**src/rtl/twa_div.sv**
```systemverilog
// ----------------------------------------------------------------------------
// twa_div
// Iterative restoring divider, signed dividend by unsigned divisor,
// one quotient bit per cycle, truncating toward zero.
// ----------------------------------------------------------------------------
module twa_div #(
  parameter int DW = 40,
  parameter int NW = 7
) (
  input  logic                 clk,
  input  logic                 rst_n,
  input  logic                 start,
  input  logic signed [DW-1:0] dividend,
  input  logic [NW-1:0]        divisor,
  output logic                 done,
  output logic signed [DW-1:0] quotient
);

  localparam int KW = $clog2(DW + 1);

  logic [DW-1:0] quo_r, quo_nxt;
  logic [NW:0]   rem_r, rem_nxt;
  logic [NW-1:0] dsr_r;
  logic          neg_r, busy_r, done_r;
  logic [KW-1:0] cnt_r;
  logic [NW:0]   trial;

  always_comb begin
    trial   = {rem_r[NW-1:0], quo_r[DW-1]};
    quo_nxt = {quo_r[DW-2:0], 1'b0};
    rem_nxt = trial;
    if (trial >= {1'b0, dsr_r}) begin
      rem_nxt    = trial - {1'b0, dsr_r};
      quo_nxt[0] = 1'b1;
    end
  end

  always_ff @(posedge clk) begin
    if (!rst_n) begin
      busy_r <= 1'b0;
      done_r <= 1'b0;
      cnt_r  <= '0;
    end else begin
      done_r <= 1'b0;
      if (start) begin
        busy_r <= 1'b1;
        cnt_r  <= KW'(DW);
      end else if (busy_r) begin
        cnt_r <= cnt_r - KW'(1);
        if (cnt_r == KW'(1)) begin
          busy_r <= 1'b0;
          done_r <= 1'b1;
        end
      end
    end
  end

  always_ff @(posedge clk) begin
    if (start) begin
      quo_r <= dividend[DW-1] ? (~dividend + DW'(1)) : dividend;
      rem_r <= '0;
      dsr_r <= divisor;
      neg_r <= dividend[DW-1];
    end else if (busy_r) begin
      quo_r <= quo_nxt;
      rem_r <= rem_nxt;
    end
  end

  assign done     = done_r;
  assign quotient = neg_r ? -$signed(quo_r) : $signed(quo_r);

endmodule

```
**config.mk**
```make
export PLATFORM = sky130hd
export DESIGN_NAME = twa_div
export DESIGN_NICKNAME = d
export VERILOG_FILES = /design/src/rtl/twa_div.sv
export SDC_FILE = /design/constraint.sdc
export NUM_CORES = 1
export LEC_CHECK = 0
export BUFFER_PORTS_ARGS = -buffer_cell sky130_fd_sc_hd__buf_2
export CAP_MARGIN = 20
export CORE_MARGIN = 2
export CORE_UTILIZATION = 51
export CTS_CLUSTER_DIAMETER = 120
export DETAILED_ROUTE_END_ITERATION = 12
export HOLD_SLACK_MARGIN = 0.03
export MAX_ROUTING_LAYER = met4
export PLACE_DENSITY = 0.79
export SETUP_SLACK_MARGIN = 0.5
export SLEW_MARGIN = 20
export SYNTH_ARGS = -nofsm -noshare
export SYNTH_HDL_FRONTEND = slang
export SYNTH_SLANG_ARGS = --single-unit
export TNS_END_PERCENT = 30
```
**constraint.sdc**
```tcl
create_clock -name clk -period 3.3 [get_ports clk]
set_input_delay 0.495 -clock clk [delete_from_list [all_inputs] [get_ports clk]]
set_output_delay 0.495 -clock clk [all_outputs]
set_load 0.03 [all_outputs]
```
# ---- Word level (Yosys, flattened, before mapping)
# Index checks and enable logic that the tools add are counted.
dict set report word_totals {
  input_bits 50
  reg_bits 63
  wordCells 32
}
dict set report op_classes {
  n_bitwise 3
  n_mux 12
  n_lt_le_gt_ge 1
  n_addsub 4
  eq_ne 1
  reduce_logical 3
}
# op n
set ops {}
lappend ops {{$mux W40} 4}
lappend ops {{$add A40 B2 Y40 const B} 1}
lappend ops {{$neg A40 Y40} 1}
lappend ops {{$not A40 Y40} 1}
lappend ops {{$mux W6} 2}
lappend ops {{$ge A8 B7 Y1} 1}
lappend ops {{$mux W7} 1}
lappend ops {{$sub A7 B7 Y7} 1}
lappend ops {{$eq A6 B1 Y1 const B} 1}
lappend ops {{$sub A6 B1 Y6 const B} 1}
lappend ops {{$mux W1} 5}
lappend ops {{$reduce_or A3 Y1} 1}
lappend ops {{$not A1 Y1} 2}
lappend ops {{$reduce_bool A2 Y1} 1}
lappend ops {{$reduce_or A2 Y1} 1}

# ---- Depth between registers and ports, before layout
# Gate-level depths: netlist (run 1).
dict set report logic_depth {
  word_depth 4
  depth_mapped 9
}

# ---- Least setup slack after synthesis (run 1)
# Ideal clock, no wire load.
dict set report synth_timing {
  path_type {register to output}
  startpoint {register quo_r[0]}
  endpoint {output port quotient[15]}
  path_slack_ns 0.646
  arrival_time_ns 2.159
  n_path_buf 0
  stages_incl_launch_ff 6
  required_ns 2.805
  cell_sequence {edfxtp_1 or3_1 or2_2 or3_1 o41ai_1 xnor2_1}
}
dict set report synth_via {
  elab_chain_len 2
}
# element line_no
set synth_rtl {}
lappend synth_rtl {{start, declared} 21} ;# logic [DW-1:0] quo_r, quo_nxt;
lappend synth_rtl {{start signal, assigned} 60} ;# quo_r <= dividend[DW-1] ? (~dividend + DW'(1)) : dividend;
lappend synth_rtl {{start signal, assigned} 65} ;# quo_r <= quo_nxt;
lappend synth_rtl {{$neg A40 Y40} 71} ;# assign quotient = neg_r ? -$signed(quo_r) : $signed(quo_r);
lappend synth_rtl {{$mux W40} 71}
lappend synth_rtl {{end, declared} 16} ;# output logic signed [DW-1:0] quotient
# Every way passes these cells.

# ---- Worst setup path after layout (run 1)
dict set report layout_timing {
  startpoint {register quo_r[15]}
  endpoint {output port quotient[37]}
}
# Same word-level chain as after synthesis.

==> reports/results.tsv, run 1 <==
stage	metric	value	unit
yosys	ys_types	52	
final_layout	final_core_utilization	65.7	%
sta	fin_max_slew_vios	0	
yosys	synthesis.nets	576	
job	drv_cap	0	
yosys	synth_top_area_cell	sky130_fd_sc_hd__edfxtp_1	
floorplan	num_rows	35	
pwr	p_comb_share	34.5	%
global_routing	grt_start_max_net_pins	48	
yosys	synth_edf_count	48	
sta	max_slew.worst_pin.slew	0.827	ns
yosys	synth-simple-area-share	20.7	%
routing	routed_wirelength	12900	um
worst_setup_path	worstPathRequired	2.80	ns
worst_hold_path	worstHoldPathType	input pin to flip-flop	
placement	gp_congestion	0.909	
final_layout	mostFrequentLayoutCells	sky130_fd_sc_hd__buf_2, sky130_fd_sc_hd__nor2_1, sky130_fd_sc_hd__edfxtp_1, sky130_fd_sc_hd__xnor2_1, sky130_fd_sc_hd__buf_4	
clocking	cts.sink_count	63	
sta	setup_violations	0	
routing	num_vias	4438	
clocking	clkSlewWorstSetupHoldPaths	0.08	ns
worst_setup_path	critical_path.endpoint_type	primary output	
worst_setup_path	worst_r2r_endpoint	rem_r[1]	
sta	timing_hold_violations_final	0	
floorplan	floorplan.die.height	100	um
placement	dp_hpwl	8680	um
yosys	synth_seq_cells	63	
pwr	power.share.sequential	40.4	%
routing	mean_number_of_vias_per_cell	5.97	
yosys	synth_async_sr_flop_share	0	%
yosys	synth_compound_gate_area_share	18.6	%
worst_setup_path	ff2ff_path_depth	8	
pwr	cellPowerDensity	438	nW/um2
clocking	clkLatencyLatePin	0.36	ns
floorplan	die_x	100	um
worst_hold_path	whs_endpoint	dsr_r[4]	
yosys	post_synth_mux_area_share	2.49	%
worst_setup_path	setup.worst_path.class	flip-flop to primary output	
sta	worst_clock_skew	0.0133	ns
worst_setup_path	startpoint_type	flip-flop	
sta	finalCritPeriodShare	93.4	%
global_routing	first_pass_grt_wire_length	19600	um
sta	max_clock_freq	0.324	GHz
worst_setup_path	cp_max_fo	3	
routing	routed_wire_length_per_instance	17.3	um
yosys	mappedNetlistArea	4730	um2
yosys	dominant_combinational_cell_family_by_area_after_synthesis	simple AND/OR/NAND/NOR gates	
pwr	internal_power	0.00166	W
yosys	synthesis.area_per_instance	9.20	um2
yosys	post_synth_fa_ha_maj_area_fraction	3.33	%
clocking	htree_num_levels	3	
clocking	cts_made_buffers	9	
pwr	sw_frac_of_total	36.7	%
worst_hold_path	min_path_cells	1	
placement	portbufs	90	
pwr	net-switching-power	0.000962	W
pwr	worst_ir_drop_vdd	0.243	mV
clocking	clock_tree.root_cell	sky130_fd_sc_hd__clkbuf_8	
sta	grt_setup_unrepaired	yes	
yosys	top_cells_by_area_synth	sky130_fd_sc_hd__edfxtp_1, sky130_fd_sc_hd__xnor2_1, sky130_fd_sc_hd__dfxtp_1, sky130_fd_sc_hd__xor2_1, sky130_fd_sc_hd__a21oi_1	
clocking	hold_bufs_inserted_after_cts	0	
sta	timing.slew.headroom	44.8	%
sta	finalCriticalPeriod	3.08	ns
routing	detail_route.first_pass.iterations	4	
routing	drc_violation_count_after_routing	0	
worst_setup_path	crit-reg2reg-launch	quo_r[39]	
global_routing	global_route.usage.total	25.5	%
global_routing	vias_in_the_first_global_route	4068	
floorplan	floorplan.io_pins	91	
floorplan	die_area	10100	um2
global_routing	initial_antenna_violation_count	0	
routing	drt_first_iter_violations	269	
worst_setup_path	crit_arrival	2.59	ns
floorplan	core_area	9110	um2
final_layout	layout.cells.most_common	sky130_fd_sc_hd__buf_2	
sta	fin_tns_setup	0	ns
global_routing	gr-total-overflow	0	
final_layout	nets	689	
floorplan	start_util	51.9	%
yosys	xor_xnor_fraction_of_synth_area	14.1	%
worst_setup_path	setup.reg_to_reg.worst_slack	0.88	ns
yosys	dominantRegCellSynth	sky130_fd_sc_hd__edfxtp_1	
pwr	totalPowerFinal	0.00262	W
routing	antenna_violating_nets_post_route	0	
yosys	yosys_warnings	0	
final_layout	fraction_of_final_layout_cells_with_drive_strength_greater_than_1	32.3	%
final_layout	synthToLayoutAreaGrowth	26.4	%
yosys	synth_sequential_area_ratio	36.8	%
pwr	leakage	2.32	nW
clocking	tritoncts_clock_tree	built	
yosys	post_synth_inst_count	514	
pwr	share_clk_of_total_power	25.0	%
run_status	status	finished, final reports clean	
worst_hold_path	hold_crit_start	divisor[4]	
clocking	ctsLongestPathBuffers	2	
final_layout	insertedDiodeCount	0	
yosys	synth_top_cell_area_share	30.5	%
## routing by layer
layer	GRT usage (%)	vias to the layer above	part of all wire, %
met5	-	-	0
met1	30.8	2106	40
met4	10.7	0	3.2
met3	3.06	34	5.5
li1	-	2125	-
met2	43.2	173	51
## worst max path at each step
stage,from,endpoint,slack [ns],cells after the start
6_report,quo_r[15],quotient[37],0.22,8
2_1_floorplan,quo_r[0],quotient[15],0.65,5
5_1_grt,quo_r[9],quotient[28],0.13,7
3_3_place_gp,quo_r[9],quotient[28],0.52,6
3_5_place_dp,quo_r[9],quotient[28],0.47,6
4_1_cts,quo_r[9],quotient[29],0.22,7
## power groups by stage
| stage | sequential (W) | clock (W) | combinational (W) |
|---|---|---|---|
| after global placement | 0.00107 | 0 | 0.000763 |
| after floorplan | 0.00104 | 0 | 0.000581 |
| final | 0.00106 | 0.000655 | 0.000904 |
| after global routing | 0.00107 | 0.000691 | 0.000973 |
| after CTS | 0.00105 | 0.000664 | 0.000847 |
| after detailed placement | 0.00108 | 0 | 0.000783 |
## cells in the mapped netlist (10+ instances only)
master,count
sky130_fd_sc_hd__a21oi_1,37
sky130_fd_sc_hd__clkbuf_1,19
sky130_fd_sc_hd__dfxtp_1,15
sky130_fd_sc_hd__edfxtp_1,48
sky130_fd_sc_hd__ha_1,11
sky130_fd_sc_hd__inv_1,22
sky130_fd_sc_hd__nand2_1,32
sky130_fd_sc_hd__nand3_1,10
sky130_fd_sc_hd__nor2_1,49
sky130_fd_sc_hd__nor3_1,12
sky130_fd_sc_hd__nor4_1,14
sky130_fd_sc_hd__o21ai_0,32
sky130_fd_sc_hd__o31ai_1,22
sky130_fd_sc_hd__o41ai_1,10
sky130_fd_sc_hd__or2_2,10
sky130_fd_sc_hd__or3_1,12
sky130_fd_sc_hd__xnor2_1,47
sky130_fd_sc_hd__xor2_1,29
## metrics by stage
step | instance area [um2] | hold slack, ns | cells | setup WS [ns]
final | 5980 | 0.321 | 743 | 0.218
after CTS | 5770 | 0.312 | 733 | 0.221
after floorplan | 4730 | 0.427 | 514 | 0.646
after global routing | 5980 | 0.313 | 743 | 0.131
after detailed placement | 5270 | 0.461 | 698 | 0.468
after global placement | 5270 | 0.442 | 698 | 0.520
## timing repair
item	4_1_cts	5_1_grt
setup buffers	19	9
setup endpoints to repair	30	33
gates resized for setup	34	34
pin swaps	13	14
endpoints found under the hold margin	0	0
## registers in the layout, summed over array words and instances, names as in the netlist
name and count:
quo_r 40, dsr_r 7, rem_r 7, cnt_r 6, busy_r 1, done 1, neg_r 1
## logic make-up after synthesis
| group | after synthesis |
|---|---|
| adders and majority gates | 12 |
| buffers and inverters | 47 |
| DFF | 63 |
| and+or+nand+nor | 176 |
| xor gates and xnor gates | 76 |
| AOI/OAI and AO/OA | 129 |
| muxes | 11 |
## cell type report
class | count | area (um2)
clock buffer | 9 | 124
timing repair buffer | 127 | 805
tap | 111 | 139
fill | 688 | 3130
clock inverter | 7 | 63.8
inverter | 22 | 82.6
sequential | 63 | 1740
multi-input combinational | 404 | 3030
## critical path, stage by stage, from the launching register on
cell	delay (ns)
sky130_fd_sc_hd__edfxtp_1	0.40
sky130_fd_sc_hd__or4_4	0.57
sky130_fd_sc_hd__nor3_4	0.18
sky130_fd_sc_hd__buf_6	0.15
sky130_fd_sc_hd__buf_4	0.13
sky130_fd_sc_hd__nand3_2	0.12
sky130_fd_sc_hd__o41ai_4	0.25
sky130_fd_sc_hd__xnor2_1	0.21
sky130_fd_sc_hd__buf_4	0.22
Note: power is estimated with default switching activity, not from simulation.
==> inputs of run 2 (changes only) <==
--- a/config.mk
+++ b/config.mk
@@ -10,10 +10,11 @@
 export CORE_MARGIN = 2
 export CORE_UTILIZATION = 51
 export CTS_CLUSTER_DIAMETER = 120
+export CTS_CLUSTER_SIZE = 28
 export DETAILED_ROUTE_END_ITERATION = 12
 export HOLD_SLACK_MARGIN = 0.03
 export MAX_ROUTING_LAYER = met4
-export PLACE_DENSITY = 0.79
+export PLACE_DENSITY = 0.84
 export SETUP_SLACK_MARGIN = 0.5
 export SLEW_MARGIN = 20
 export SYNTH_ARGS = -nofsm -noshare
==> run 2 against run 1 <==
- cell count up 0.94%
- critical endpoint is now quotient[17]
- combinational power grew 2%
- setup slack lost 0.018 ns
- sequential share of layout area rose by 0.12 points
- global-route usage shrank 0.41 points
- fmax is 0.58% lower
- clock skew is 0.0031 ns lower
- via count up 2.0%
- critical path type unchanged
- utilization fell by 0.27 points
- die area did not move
- first-iteration DRC count up 34%
==> reports/results.tsv, run 2 (same netlist as run 1, synthesis figures left out) <==
stage	metric	value	unit
floorplan	start_util	51.9	%
routing	routed_wire_length_per_instance	17.2	um
routing	detail_route.first_pass.iterations	5	
sta	timing_hold_violations_final	0	
worst_setup_path	cp_max_fo	5	
floorplan	floorplan.io_pins	91	
final_layout	registers.top_by_ff_count	quo_r	
worst_setup_path	crit_arrival	2.61	ns
clocking	clkSlewWorstSetupHoldPaths	0.07	ns
worst_setup_path	crit-reg2reg-launch	quo_r[39]	
sta	worst_hold_slack	0.327	ns
sta	setup_violations	0	
worst_setup_path	critical-path-max-stage-delay	0.46	ns
pwr	leakage	2.33	nW
routing	num_vias	4527	
sta	max_clock_freq	0.323	GHz
final_layout	largest_register_ffs	40	
routing	met3WireLength	859	um
worst_setup_path	critPathSlowestCell	sky130_fd_sc_hd__or3_4	
clocking	ctsLongestPathBuffers	2	
routing	drc_violation_count_after_routing	0	
placement	portbufs	90	
floorplan	die_area	10100	um2
routing	mean_number_of_vias_per_cell	6.04	
clocking	tritoncts_clock_tree	built	
worst_setup_path	timing.critical_path.cells	or3_4, or2_2, or3_1, o31ai_1, xnor2_1, buf_4	
final_layout	synthToLayoutAreaGrowth	25.9	%
sta	finalCritPeriodShare	94.0	%
routing	dr_wl_met2	6660	um
sta	timing.slew.headroom	42.3	%
routing	antenna_violating_nets_post_route	0	
final_layout	reg_top3	quo_r: 40 flops, dsr_r: 7 flops, rem_r: 7 flops	
worst_setup_path	critical_path.endpoint_type	primary output	
global_routing	first_pass_grt_wire_length	19700	um
worst_hold_path	worstHoldPathType	input pin to flip-flop	
clocking	cts_made_buffers	9	
pwr	worst_ir_drop_vdd	0.221	mV
sta	setup_slack	0.200	ns
floorplan	core_area	9110	um2
worst_setup_path	worstPathRequired	2.80	ns
worst_hold_path	hold_crit_start	divisor[5]	
sta	finalCriticalPeriod	3.10	ns
routing	routedLengthMet1	5150	um
clocking	htree_num_levels	3	
worst_setup_path	critPathLaunch	quo_r[4]	
run_status	status	finished, final reports clean	
floorplan	floorplan.die.height	100	um
floorplan	die_x	100	um
sta	max_slew.worst_pin.slew	0.866	ns
final_layout	mostFrequentLayoutCells	sky130_fd_sc_hd__buf_2, sky130_fd_sc_hd__buf_4, sky130_fd_sc_hd__nor2_1, sky130_fd_sc_hd__edfxtp_1, sky130_fd_sc_hd__xnor2_1	
final_layout	insertedDiodeCount	0	
placement	gp_congestion	0.901	
placement	dp_hpwl	8650	um
sta	fin_max_slew_vios	0	
placement	placement.cell_area	5270	um2
global_routing	gr-total-overflow	0	
final_layout	final_area	5960	um2
routing	routed_wirelength	12900	um
floorplan	num_rows	35	
worst_setup_path	critPathTopFamily	simple AND/OR/NAND/NOR gates	
sta	grt_setup_unrepaired	yes	
worst_setup_path	setup.worst_path.class	flip-flop to primary output	
placement	place_ws	0.423	ns
sta	worst_clock_skew	0.0102	ns
clocking	cts.sink_count	63	
final_layout	fillers	686	
pwr	totalPowerFinal	0.00258	W
global_routing	global_route.usage.total	25.1	%
clocking	clkLatencyLatePin	0.35	ns
final_layout	fraction_of_final_layout_cells_with_drive_strength_greater_than_1	31.5	%
final_layout	layout.cells.most_common	sky130_fd_sc_hd__buf_2	
sta	fin_tns_setup	0	ns
job	drv_cap	0	
final_layout	nets	696	
worst_setup_path	startpoint_type	flip-flop	
routing	drt_first_iter_violations	361	
global_routing	initial_antenna_violation_count	0	
global_routing	vias_in_the_first_global_route	4168	
routing	dr.max_layer_used	met4	
pwr	cellPowerDensity	433	nW/um2
global_routing	grt_start_max_net_pins	49	
worst_setup_path	critical_path_buf_inv_count	1	
clocking	clock_tree.root_cell	sky130_fd_sc_hd__clkbuf_8	
==> run 2: timing repair <==
action | 4_1_cts | 5_1_grt
gates resized for setup | 41 | 10
hold endpoints to repair | 0 | 0
buffers inserted | 19 | 17
setup endpoints to repair | 29 | 29
pin swaps | 11 | 1
hold buffers | 0 | 0
==> run 2: per-layer routing <==
metal / GRT usage, % / vias up
met2: 42.6 / 207
met1: 30.6 / 2150
met3: 4.32 / 25
met5: - / -
met4: 7.69 / 0
li1: - / 2145
==> run 2: worst paths after layout <==
kind                       end  slack, ns  depth (start not counted)
setup / recovery  quotient[17]       0.20                          6
hold / removal        dsr_r[5]       0.33                          1
setup reg to reg      rem_r[0]       0.88                          8
hold reg to reg       rem_r[6]       0.47                          1
==> run 2: power breakdown <==
group / total [W] / switching, W / internal [W]
Combinational: 0.000922 / 0.000553 / 0.000369
Sequential: 0.00105 / 0.0000962 / 0.000955
Clock: 0.000607 / 0.000293 / 0.000314
==> run 2: cell type report <==
cell class | count | area [um2] | area share (%)
inverter | 22 | 82.6 | 1.39
tap | 111 | 139 | 2.33
multi-input combinational | 404 | 3000 | 50.3
clock buffer | 15 | 166 | 2.79
timing repair buffer | 134 | 825 | 13.8
sequential | 63 | 1740 | 29.2
clock inverter | 1 | 5.00 | 0.0840
==> run 2: per-stage QoR <==
step,utilization (%),instances
after CTS,63.4,732
after floorplan,-,514
final,65.4,750
after detailed placement,57.8,697
after global routing,65.4,750
after global placement,57.8,697
==> run 2: worst register-to-register path: cells and delay by family, from the launching register on <==
kind	cells	cell delay, ns
adders and majority gates	2	0.63
DFF	1	0.45
AOI/OAI and AO/OA	3	0.71
and+or+nand+nor	2	0.41
buffers and inverters	1	0.08
